[src/rtl/swhp_pkg.sv]
// ----------------------------------------------------------------------------
// swhp_pkg: shared types and constants of the hysteresis predictor
// Configuration record, result record, register indexes and reset values.
// ----------------------------------------------------------------------------
package swhp_pkg;

  localparam int MIN_W = 6;
  localparam int PCT_W = 7;

  // Percentages are compared against positives scaled by this factor.
  localparam logic [PCT_W-1:0] PCT_SCALE = 7'd100;

  localparam logic [MIN_W-1:0] MIN_SAMPLES_RST = 6'd8;
  localparam logic [PCT_W-1:0] ENTER_PCT_RST   = 7'd90;
  localparam logic [PCT_W-1:0] EXIT_PCT_RST    = 7'd70;

  localparam int CFG_ADDR_W = 4;
  localparam int CFG_DATA_W = 32;

  // Register indexes (byte address divided by four).
  typedef enum logic [1:0] {
    REG_MIN_SAMPLES = 2'd0,
    REG_ENTER_PCT   = 2'd1,
    REG_EXIT_PCT    = 2'd2,
    REG_UNUSED      = 2'd3
  } reg_idx_t;

  typedef struct packed {
    logic [MIN_W-1:0] min_sample_count;
    logic [PCT_W-1:0] enter_percent;
    logic [PCT_W-1:0] exit_percent;
  } cfg_t;

  typedef struct packed {
    logic flag_changed;
    logic skip_fetch;
  } res_t;

endpackage

[src/rtl/swhp_cfg.sv]
// ----------------------------------------------------------------------------
// swhp_cfg: configuration register file
// APB-style write and read access to the three threshold registers.
// ----------------------------------------------------------------------------
module swhp_cfg (
  input  logic                           clk,
  input  logic                           rst_n,
  input  logic                           psel,
  input  logic                           penable,
  input  logic                           pwrite,
  input  logic [swhp_pkg::CFG_ADDR_W-1:0] paddr,
  input  logic [swhp_pkg::CFG_DATA_W-1:0] pwdata,
  output logic [swhp_pkg::CFG_DATA_W-1:0] prdata,
  output logic                           pready,
  output swhp_pkg::cfg_t                 cfg
);
  import swhp_pkg::*;

  cfg_t     cfg_r;
  cfg_t     cfg_nxt;
  reg_idx_t idx;
  logic     wr_en;

  assign pready = 1'b1;
  assign idx    = reg_idx_t'(paddr[3:2]);
  assign wr_en  = psel && penable && pwrite && pready;

  always_comb begin
    cfg_nxt = cfg_r;
    if (wr_en) begin
      unique case (idx)
        REG_MIN_SAMPLES: cfg_nxt.min_sample_count = pwdata[MIN_W-1:0];
        REG_ENTER_PCT:   cfg_nxt.enter_percent    = pwdata[PCT_W-1:0];
        REG_EXIT_PCT:    cfg_nxt.exit_percent     = pwdata[PCT_W-1:0];
        default:         cfg_nxt = cfg_r;
      endcase
    end
  end

  always_ff @(posedge clk) begin
    if (!rst_n) begin
      cfg_r.min_sample_count <= MIN_SAMPLES_RST;
      cfg_r.enter_percent    <= ENTER_PCT_RST;
      cfg_r.exit_percent     <= EXIT_PCT_RST;
    end else begin
      cfg_r <= cfg_nxt;
    end
  end

  always_comb begin
    unique case (idx)
      REG_MIN_SAMPLES: prdata = CFG_DATA_W'(cfg_r.min_sample_count);
      REG_ENTER_PCT:   prdata = CFG_DATA_W'(cfg_r.enter_percent);
      REG_EXIT_PCT:    prdata = CFG_DATA_W'(cfg_r.exit_percent);
      default:         prdata = '0;
    endcase
  end

  assign cfg = cfg_r;

endmodule

[src/rtl/swhp_ring.sv]
// ----------------------------------------------------------------------------
// swhp_ring: outcome history memory
// Single-bit synchronous memory with registered read data and a bypass for a
// read that hits the entry being written in the same cycle.
// ----------------------------------------------------------------------------
module swhp_ring #(
  parameter int DEPTH  = 32,
  parameter int ADDR_W = 5
) (
  input  logic              clk,
  input  logic              rst_n,
  input  logic              wr_en,
  input  logic [ADDR_W-1:0] wr_addr,
  input  logic              wr_bit,
  input  logic              rd_en,
  input  logic [ADDR_W-1:0] rd_addr,
  output logic              rd_bit
);

  logic mem [DEPTH];
  logic mem_q_r;
  logic fwd_r;
  logic fwd_bit_r;

  always_ff @(posedge clk) begin
    if (wr_en) begin
      mem[wr_addr] <= wr_bit;
    end
    if (rd_en) begin
      mem_q_r   <= mem[rd_addr];
      fwd_bit_r <= wr_bit;
    end
  end

  // The read port sees the old contents on a same-address write, so the
  // freshly written bit is taken instead.
  always_ff @(posedge clk) begin
    if (!rst_n) begin
      fwd_r <= 1'b0;
    end else if (rd_en) begin
      fwd_r <= wr_en && (wr_addr == rd_addr);
    end
  end

  assign rd_bit = fwd_r ? fwd_bit_r : mem_q_r;

endmodule

[src/rtl/swhp_core.sv]
// ----------------------------------------------------------------------------
// swhp_core: window counters and hysteresis decision
// Holds sample count, positive count and skip flag, and updates them from the
// outcome being retired and the outcome being added.
// ----------------------------------------------------------------------------
module swhp_core #(
  parameter int DEPTH = 32,
  parameter int CNT_W = 6
) (
  input  logic           clk,
  input  logic           rst_n,
  input  logic           step,
  input  logic           new_bit,
  input  logic           old_bit,
  input  swhp_pkg::cfg_t cfg,
  output swhp_pkg::res_t res
);
  import swhp_pkg::*;

  localparam int PROD_W = CNT_W + PCT_W;
  localparam int CMP_W  = (CNT_W > MIN_W) ? CNT_W : MIN_W;

  logic [CNT_W-1:0]  samples_r,   samples_nxt;
  logic [CNT_W-1:0]  positives_r, positives_nxt;
  logic              skip_r,      skip_nxt;
  logic              full;
  logic [CNT_W-1:0]  pos_kept;
  logic [PROD_W-1:0] pos_scaled;
  logic [PROD_W-1:0] enter_prod;
  logic [PROD_W-1:0] exit_prod;
  logic              min_met;

  assign full = (samples_r == CNT_W'(DEPTH));

  always_comb begin
    if (full) begin
      samples_nxt = samples_r;
      pos_kept    = positives_r - CNT_W'(old_bit);
    end else begin
      samples_nxt = samples_r + CNT_W'(1);
      pos_kept    = positives_r;
    end
    positives_nxt = pos_kept + CNT_W'(new_bit);
  end

  assign pos_scaled = PROD_W'(positives_nxt) * PROD_W'(PCT_SCALE);
  assign enter_prod = PROD_W'(cfg.enter_percent) * PROD_W'(samples_nxt);
  assign exit_prod  = PROD_W'(cfg.exit_percent) * PROD_W'(samples_nxt);
  assign min_met    = CMP_W'(samples_nxt) >= CMP_W'(cfg.min_sample_count);

  always_comb begin
    skip_nxt = skip_r;
    if (!skip_r) begin
      if (min_met && (pos_scaled >= enter_prod)) begin
        skip_nxt = 1'b1;
      end
    end else if (pos_scaled < exit_prod) begin
      skip_nxt = 1'b0;
    end
  end

  always_ff @(posedge clk) begin
    if (!rst_n) begin
      samples_r   <= '0;
      positives_r <= '0;
      skip_r      <= 1'b0;
    end else if (step) begin
      samples_r   <= samples_nxt;
      positives_r <= positives_nxt;
      skip_r      <= skip_nxt;
    end
  end

  assign res.flag_changed = skip_nxt ^ skip_r;
  assign res.skip_fetch   = skip_nxt;

endmodule

[src/rtl/sliding_window_hysteresis_predictor.sv]
// ----------------------------------------------------------------------------
// sliding_window_hysteresis_predictor: full-line store skip predictor
// Tracks the share of line-completing stores over a sliding window and
// raises a skip prediction with separate enter and exit thresholds.
// ----------------------------------------------------------------------------
// The block takes one transaction per clock cycle on the input stream while
// the result stream is not stalled, and returns exactly one result transaction
// for each, in order. The accepting clock edge reads the outcome about to leave
// the window from the history memory into the holding stage. A later edge,
// once the output register is free or being emptied, updates the counters,
// writes the new outcome back and loads the output register. A new
// transaction can be accepted on that same edge, so one memory entry is read
// and another written per cycle, with a bypass covering a read of the entry
// written in the same cycle. No clearing pass is needed after reset: a history
// entry read is only used once the window has filled, by which time every
// entry has been written. The thresholds must be written through the
// configuration port while the stream is idle; the block itself does not
// enforce this.
module sliding_window_hysteresis_predictor #(
  parameter int WINDOW_DEPTH = 32
) (
  input  logic                            clk,
  input  logic                            rst_n,
  // Input stream
  input  logic                            in_tvalid,
  output logic                            in_tready,
  input  logic [7:0]                      in_tdata,   // [0] line_completed
  // Result stream
  output logic                            out_tvalid,
  input  logic                            out_tready,
  output logic [7:0]                      out_tdata,  // [0] flag_changed, [1] skip_fetch
  // Configuration port
  input  logic                            cfg_psel,
  input  logic                            cfg_penable,
  input  logic                            cfg_pwrite,
  input  logic [swhp_pkg::CFG_ADDR_W-1:0] cfg_paddr,
  input  logic [swhp_pkg::CFG_DATA_W-1:0] cfg_pwdata,
  output logic [swhp_pkg::CFG_DATA_W-1:0] cfg_prdata,
  output logic                            cfg_pready
);
  import swhp_pkg::*;

  localparam int SLOT_W = (WINDOW_DEPTH > 1) ? $clog2(WINDOW_DEPTH) : 1;
  localparam int CNT_W  = $clog2(WINDOW_DEPTH + 1);

  cfg_t  cfg;
  res_t  res;

  logic              in_acc;
  logic              advance;
  logic              old_bit;

  // Slot to be read by the next accepted transaction.
  logic [SLOT_W-1:0] rd_slot_r, rd_slot_nxt;

  // Stage holding an accepted transaction while its history read completes.
  logic              s1_valid_r;
  logic              s1_bit_r;
  logic [SLOT_W-1:0] s1_slot_r;

  // Output register.
  logic              out_valid_r;
  res_t              out_res_r;

  // The compute stage moves on whenever the output register is free or is
  // being emptied in this cycle; a new transaction enters behind it.
  assign advance   = s1_valid_r && (!out_valid_r || out_tready);
  assign in_tready = !s1_valid_r || advance;
  assign in_acc    = in_tvalid && in_tready;

  assign rd_slot_nxt = (rd_slot_r == SLOT_W'(WINDOW_DEPTH - 1)) ? '0
                                                                 : rd_slot_r + SLOT_W'(1);

  swhp_cfg u_cfg (
    .clk     (clk),
    .rst_n   (rst_n),
    .psel    (cfg_psel),
    .penable (cfg_penable),
    .pwrite  (cfg_pwrite),
    .paddr   (cfg_paddr),
    .pwdata  (cfg_pwdata),
    .prdata  (cfg_prdata),
    .pready  (cfg_pready),
    .cfg     (cfg)
  );

  swhp_ring #(
    .DEPTH  (WINDOW_DEPTH),
    .ADDR_W (SLOT_W)
  ) u_ring (
    .clk     (clk),
    .rst_n   (rst_n),
    .wr_en   (advance),
    .wr_addr (s1_slot_r),
    .wr_bit  (s1_bit_r),
    .rd_en   (in_acc),
    .rd_addr (rd_slot_r),
    .rd_bit  (old_bit)
  );

  swhp_core #(
    .DEPTH (WINDOW_DEPTH),
    .CNT_W (CNT_W)
  ) u_core (
    .clk     (clk),
    .rst_n   (rst_n),
    .step    (advance),
    .new_bit (s1_bit_r),
    .old_bit (old_bit),
    .cfg     (cfg),
    .res     (res)
  );

  always_ff @(posedge clk) begin
    if (!rst_n) begin
      rd_slot_r   <= '0;
      s1_valid_r  <= 1'b0;
      out_valid_r <= 1'b0;
    end else begin
      if (in_acc) begin
        rd_slot_r <= rd_slot_nxt;
      end
      if (in_acc) begin
        s1_valid_r <= 1'b1;
      end else if (advance) begin
        s1_valid_r <= 1'b0;
      end
      if (advance) begin
        out_valid_r <= 1'b1;
      end else if (out_tready) begin
        out_valid_r <= 1'b0;
      end
    end
  end

  // Payload registers carry no reset.
  always_ff @(posedge clk) begin
    if (in_acc) begin
      s1_bit_r  <= in_tdata[0];
      s1_slot_r <= rd_slot_r;
    end
    if (advance) begin
      out_res_r <= res;
    end
  end

  assign out_tvalid = out_valid_r;
  assign out_tdata  = {6'd0, out_res_r.skip_fetch, out_res_r.flag_changed};

endmodule

[config.mk]
export PLATFORM = sky130hd
export DESIGN_NAME = sliding_window_hysteresis_predictor
export DESIGN_NICKNAME = d
export VERILOG_FILES = /design/src/rtl/swhp_pkg.sv /design/src/rtl/swhp_cfg.sv /design/src/rtl/swhp_ring.sv /design/src/rtl/swhp_core.sv /design/src/rtl/sliding_window_hysteresis_predictor.sv
export SDC_FILE = /design/constraint.sdc
export NUM_CORES = 1
export LEC_CHECK = 0
export BUFFER_PORTS_ARGS = -buffer_cell sky130_fd_sc_hd__buf_2
export CELL_PAD_IN_SITES_DETAIL_PLACEMENT = 1
export CELL_PAD_IN_SITES_GLOBAL_PLACEMENT = 2
export CORE_MARGIN = 2
export CORE_UTILIZATION = 41
export CTS_CLUSTER_SIZE = 14
export DETAILED_ROUTE_END_ITERATION = 16
export GPL_TIMING_DRIVEN = 1
export HOLD_SLACK_MARGIN = 0.1
export PLACE_DENSITY_LB_ADDON = 0.1
export SLEW_MARGIN = 20
export SYNTH_ARGS = -nofsm -noshare
export SYNTH_HDL_FRONTEND = slang
export SYNTH_SLANG_ARGS = --single-unit
[constraint.sdc]
create_clock -name clk -period 16.3 [get_ports clk]
set_clock_uncertainty 0.2 [all_clocks]
set_input_delay 1.63 -clock clk [delete_from_list [all_inputs] [get_ports clk]]
set_output_delay 1.63 -clock clk [all_outputs]
set_load 0.02 [all_outputs]
==> run metrics, run 1 <==
CTS root buf clkbuf_16; sequential fraction of the synthesis area 0.266; reg2reg start u_core.samples_r[0]$_SDFFE_PN0P_; Initial Util 0.418; Static Leakage around 0.0038 uW; Die W approximately 140 um; PwrDens ~71 nW/um^2; # DRC 0; Max Cap Viol 0; Peak VDD IR 55.5 uV; Critical Path Sink Type flop; final setup fails 0; Die Ht about 140 um; Resize count post-CTS 0; Worst R2R Setup Slack 9120 ps; reg2reg end out_tdata[0]$_DFFE_PP_; die area 20200 sq um; Top FF cell, synth edfxtp_1; CTS Buf Count 9; multi-input logic area 5170 sq um; Critical Path RT 16200 ps; sequential cell area 2080 sq um; total grt overflow 0; number of antenna diodes 0; Port Buffers 27; Total Neg Setup Slack 0 ps; CP Max Fanout 10; largest net degree at the start of global routing 46; clk sink count 83; Placed Instances around 1.1k; Synth warnings 0; fin. max-slew vios 0; core region area 18700 sq um; WS Path Type flop to flop; H-tree depth 3; status complete, no violations; nets around 1.0k; Setup Fix Bufs, Post-CTS 0; share of layout cells above drive strength 1 0.100; Via density between 5 and 6; ANT nets after route 0; Routed WL between 15000 and 20000 um; setup repair after global routing missed its margin false; Worst EP arrival 7080 ps; post-synthesis register bit count 83; Synth Instances 827; Netlist Area Pre-Place slightly below 8000 sq um; first-pass GRT wire length approximately 32000 um; Row Count 50; FF-to-FF path depth 26; Async S/R FF share, synth 0; maximum clock path buffer count 2; vias after detailed routing 5687; crit share post-route 0.440; syn avg cell area 9.45 sq um; # IOs 94; Pre-Repair DR Iteration Count 4; Post-synth EDFFs 42; clk_lat worst skew ~350 ps; CP startpoint u_core.samples_r[0]$_SDFFE_PN0P_; hpwl dp 15000 um; Reg clk slew, reported paths around 70 ps; hold-fix buffers at CTS 0; fill count roughly 2.1k; fin crit period slightly above 7000 ps; Rel. slew slack 0.437; clock tree from TritonCTS yes; worst slew pin tran around 840 ps; initial drt markers 155; CP endpoint out_tdata[0]$_DFFE_PP_; Final Hold Fails 0; initial antenna violation count 0; WL/cell 17.4 um; Max Freq ~140 MHz; library cells used by synthesis 64; layout overhead on the synthesized area 7.06%; worst min path class flop to flop; Non-Filler Instances roughly 1.1k; GRT Util Overall 0.198; critical path launch point type flop; global placement routability congestion 0.779; vias in the first global route just over 6k
-- power by group --
part	internal (uW)	total, uW	switching, uW
clock network	116	207	90.9
registers	224	231	6.95
logic	65.0	160	94.7
-- registers in the layout, summed over array words and instances, names as in the netlist, 2 cells and up --
name and cells:
u_ring.mem 32, u_cfg.cfg 20, u_core.positives_r 6, u_core.samples_r 6
rd_slot_r 5, s1_slot_r 5, out_tdata 2
-- cells in the final DEF (no fill, tap or decap), types with 8 or more instances in the layout --
cell,instances
mux4_2,10
mux2i_1,27
conb_1,32
edfxtp_1,42
inv_1,86
dfxtp_1,41
nor2b_1,22
clkbuf_16,10
o21ai_0,26
ha_1,100
nand3_1,15
xor2_1,18
buf_4,8
nor2_1,46
xnor2_1,18
and2_1,38
a21oi_1,23
and3_1,19
nand2_1,82
a21boi_0,12
fa_1,43
buf_2,27
-- Yosys cell counts (5+ instances only) --
library cell  instances  area, sq um
o21ai_0              26          130
nand3_1              15         75.1
mux4_2               10          225
xor2_1               18          158
clkbuf_1             23         86.3
a21oi_1              23          115
nor3_1                7         35.0
xnor2_1              18          158
nand3b_1              7         52.6
ha_1                100         1250
edfxtp_1             42         1260
and2_1               38          238
a211oi_1              5         37.5
fa_1                 43          861
nand2_1              82          308
mux2i_1              27          270
and3_1               19          119
buf_4                32          240
nor2_1               46          173
inv_1                86          323
a21boi_0             12         90.1
nand2b_1              6         37.5
dfxtp_1              41          821
a21o_1                5         37.5
nor2b_1              22          138
-- layer usage --
| metal | global-route usage | up-vias | share of wire |
|---|---|---|---|
| li1 | - | 2778 | - |
| met1 | 0.232 | 2829 | 0.42 |
| met2 | 0.378 | 58 | 0.54 |
| met3 | 0.0168 | 22 | 0.015 |
| met4 | 0.0689 | 0 | 0.020 |
| met5 | 0 | - | 0 |
-- final cells by class --
class	count	share of cell area
clock buffer	10	0.0299
clock inverter	6	0.00628
inverter	86	0.0386
multi-input combinational	627	0.618
sequential	83	0.249
tap	234	0.0350
timing repair buffer	35	0.0233
-- worst min-delay path by stage --
stage / start / endpoint / slack (ps) / depth (start not counted)
after floorplan: rd_slot_r[2]$_SDFFE_PN0P_ / s1_slot_r[2]$_DFFE_PP_ / 210 / 0
after global placement: u_core.positives_r[5]$_SDFFE_PN0P_ / u_core.positives_r[5]$_SDFFE_PN0P_ / 240 / 2
after detailed placement: u_core.positives_r[5]$_SDFFE_PN0P_ / u_core.positives_r[5]$_SDFFE_PN0P_ / 260 / 2
after CTS: u_core.positives_r[5]$_SDFFE_PN0P_ / u_core.positives_r[5]$_SDFFE_PN0P_ / 270 / 2
after global routing: u_core.positives_r[5]$_SDFFE_PN0P_ / u_core.positives_r[5]$_SDFFE_PN0P_ / 310 / 2
final: u_core.positives_r[5]$_SDFFE_PN0P_ / u_core.positives_r[5]$_SDFFE_PN0P_ / 260 / 2
-- through the flow --
| stage | worst slack, ps | cell area [sq um] | utilization | hold WS [ps] | power [uW] |
|---|---|---|---|---|---|
| after detailed placement | 9100 | 8060 | 0.431 | 257 | 398 |
| after global routing | 8740 | 8370 | 0.447 | 307 | 637 |
| after global placement | 9220 | 8060 | 0.431 | 243 | 389 |
| final | 9120 | 8370 | 0.447 | 261 | 597 |
| after CTS | 9070 | 8370 | 0.447 | 267 | 607 |
| after floorplan | 9980 | 7930 | - | 206 | 357 |
-- critical path, cell delays in order (launching register included) --
cell and delay, ps:
dfxtp_1 430, inv_1 110, ha_1 220, nor3b_4 170, nand3_1 370, and2_1 380, nand2_1 120, fa_1 490
inv_1 40, ha_1 260, inv_1 50, fa_1 590, inv_1 60, ha_1 280, a21o_1 180, a21oi_1 200
o21ai_0 170, or4_1 480, nand2_1 100, xor2_1 310, ha_1 210, nand4_1 90, or2_2 290, or4b_2 620
o211a_1 270, o21ai_0 160, nand2b_1 70
-- logic make-up after synthesis --
kind of cell	synth area share
adders and majority gates	0.270
and+or+nand+nor	0.192
AOI/OAI and AO/OA	0.0754
other	0.000961
DFF	0.266
buffers and inverters	0.0863
xor gates and xnor gates	0.0404
muxes	0.0682
Power figures use the tool's default switching activity.
==> run 2: changes to the inputs <==
--- a/config.mk
+++ b/config.mk
@@ -9,7 +9,7 @@
 export CELL_PAD_IN_SITES_DETAIL_PLACEMENT = 1
 export CELL_PAD_IN_SITES_GLOBAL_PLACEMENT = 2
 export CORE_MARGIN = 2
-export CORE_UTILIZATION = 41
+export CORE_UTILIZATION = 34
 export CTS_CLUSTER_SIZE = 14
 export DETAILED_ROUTE_END_ITERATION = 16
 export GPL_TIMING_DRIVEN = 1
==> constraint.sdc (replaced) <==
create_clock -name clk -period 5.95 [get_ports clk]
set_clock_uncertainty 0.2 [all_clocks]
set_input_delay 0.595 -clock clk [delete_from_list [all_inputs] [get_ports clk]]
set_output_delay 0.595 -clock clk [all_outputs]
set_load 0.02 [all_outputs]
==> run 2 against run 1 <==
Final cell count is 15% higher. Clock power increased to 2.8 times the previous value. Sequential cell count unchanged. The run now ends with setup timing left. Critical path type unchanged.
==> run metrics, run 2 (synthesized netlist as in run 1, its figures left out) <==
most frequent cells in the layout 114 x buf_4, 89 x ha_1, 81 x inv_1; GRT Util Overall 0.184 (-0.0146); Peak VDD IR 133 uV (+140%); CTS Buf Count 9 (unchanged); Via density 4.92 (-6.4%); setup repair after global routing missed its margin true; H-tree depth 3 (unchanged); Fin Hold WS 240 ps (-20.8 ps); power share of the clock group 0.325 (-0.021); global placement routability congestion 0.783 (+0.50%); clock tree from TritonCTS yes; Worst R2R Setup Slack -90 ps (-9210 ps); final setup fails 3 (+3); Worst path slowest cell fa_1; Hold Path Depth 1 (-1); critical path launch point type flop; clk sink count 83 (unchanged); Pint 1180 uW (+190%); CP top delay family adder cells; reg2reg start u_core.samples_r[0]$_SDFFE_PN0P_; initial drt markers 193 (+25%); Critical Path RT 5990 ps (-10210 ps); worst slew pin tran 861 ps (+16.8 ps); Die Ht 156 um (+9.5%); Port Buffers 27 (unchanged); Total Neg Setup Slack -167 ps (-167 ps); Reg clk slew, reported paths 80 ps (about the same); largest net degree at the start of global routing 46 (unchanged); Initial Util 0.346 (-0.0716); hold-fix buffers at CTS 0 (unchanged); CP Max Fanout 4 (-6); Critical Path Sink Type flop; Net Switching 599 uW (+210%); failing checks setup timing; reg2reg end u_core.skip_r$_SDFFE_PN0P_; die area 24200 sq um (+20%); Sequential Power Share 0.355 (-0.032); global routing usage on met1 0.243 (+0.0107); FF-to-FF path depth 26 (unchanged); combinational power share 0.320 (+0.053); layout overhead on the synthesized area 22.5%; initial antenna violation count 0 (unchanged); maximum clock path buffer count 2 (unchanged); Hold Path Sink s1_bit_r$_DFFE_PP_; met2 usage in global routing 0.325 (-0.0525); # DRC 0 (unchanged); Max Cap Viol 0 (unchanged); fin. max-slew vios 0 (unchanged); total grt overflow 0 (unchanged); WL/cell 17.1 um (-1.8%); post-layout util 0.424 (-0.0233); clk_lat worst skew 350 ps (about the same); number of flip-flops in the largest register 32 (unchanged); number of antenna diodes 0 (unchanged); hpwl dp 16900 um (+13%); min-delay src in_tdata[0]; CP Depth 26 (unchanged); vias in the first global route 6688 (+8.0%); Rel. slew slack 0.425 (-0.0112); Routed WL 21200 um (+13%); Die W 156 um (+9.5%); status finished with violations; # IOs 94 (unchanged); Max stage delay on crit path 540 ps (-80 ps); CTS root buf clkbuf_16; core region area 22600 sq um (+21%); commonest non-fill, non-tap cell in the layout buf_4; first-pass GRT wire length 35000 um (+11%); global-route track usage on met3 0.0189 (+0.00207); WP buf/inv 7 (+3); Max Freq 166 MHz (+19%); GRT Max-Usage Layer met2; fill count 2618 (+22%); vias after detailed routing 6098 (+7.2%); Row Count 55 (+10%); ANT nets after route 0 (unchanged); Static Leakage 0.00438 uW (+15%); PwrDens 185 nW/um^2 (+160%); Final Hold Fails 0 (unchanged); fin crit period 6040 ps (-1140 ps); crit share post-route 1.01 (+0.574); post-route setup slack -87.5 ps (-9210 ps); Net Sw Frac 0.337 (+0.0149); WS Path Type flop to flop; share of layout cells above drive strength 1 0.263 (+0.163); nets 1143 (+10%); Pre-Repair DR Iteration Count 4 (unchanged); worst min path class input port to flop; Most flops, register u_ring.mem; Worst EP arrival 6080 ps (-1000 ps); worst slack, placed -376 ps (-9480 ps)
[run 2: worst max path at each step]
stage                            endpoint                             start
2_1_floorplan      out_tdata[0]$_DFFE_PP_  u_core.samples_r[0]$_SDFFE_PN0P_
3_3_place_gp   u_core.skip_r$_SDFFE_PN0P_  u_core.samples_r[3]$_SDFFE_PN0P_
3_5_place_dp   u_core.skip_r$_SDFFE_PN0P_  u_core.samples_r[3]$_SDFFE_PN0P_
4_1_cts            out_tdata[0]$_DFFE_PP_  u_core.samples_r[0]$_SDFFE_PN0P_
5_1_grt        u_core.skip_r$_SDFFE_PN0P_  u_core.samples_r[1]$_SDFFE_PN0P_
6_report       u_core.skip_r$_SDFFE_PN0P_  u_core.samples_r[0]$_SDFFE_PN0P_
[run 2: power by group through the flow]
stage	sequential [uW]	clock [uW]	combinational, uW
floorplan	638	0	348
global placement	644	0	494
detailed placement	645	0	512
CTS	631	605	545
global route	633	623	642
finish	631	577	567
[run 2: what timing repair did]
item,4_1_cts,5_1_grt
gates cloned,0,0
buffers inserted,10,7
gates resized for setup,34,26
endpoints found under the setup margin,3,3
pin swaps,24,10
[run 2: worst register-to-register path: cells and delay by family (launching register included)]
kind                       cells  cell delay (ps)
adders and majority gates      6             2180
buffers and inverters          7              660
and+or+nand+nor                5             1170
DFF                            1              360
AOI/OAI and AO/OA              8             1370
[run 2: metrics by stage]
step	std cells	power [uW]	instance area [sq um]
2_1_floorplan	857	986	8010
3_3_place_gp	1206	1140	8870
3_5_place_dp	1206	1160	8870
4_1_cts	1232	1780	9400
5_1_grt	1239	1900	9570
6_report	1239	1770	9570
[run 2: layer usage]
metal / vias to the layer above / share of wire
met5: - / 0
met4: 0 / 0.0087
met3: 10 / 0.021
met2: 61 / 0.50
met1: 3050 / 0.47
li1: 2977 / -
[run 2: final cells by class]
class	count	area, sq um	area share
Multi-Input combinational cell	627	5490	0.574
Sequential cell	83	2090	0.219
Timing Repair Buffer	142	1000	0.105
Tap cell	285	357	0.0373
Inverter	86	323	0.0337
Clock buffer	9	225	0.0235
Clock inverter	7	76.3	0.00798
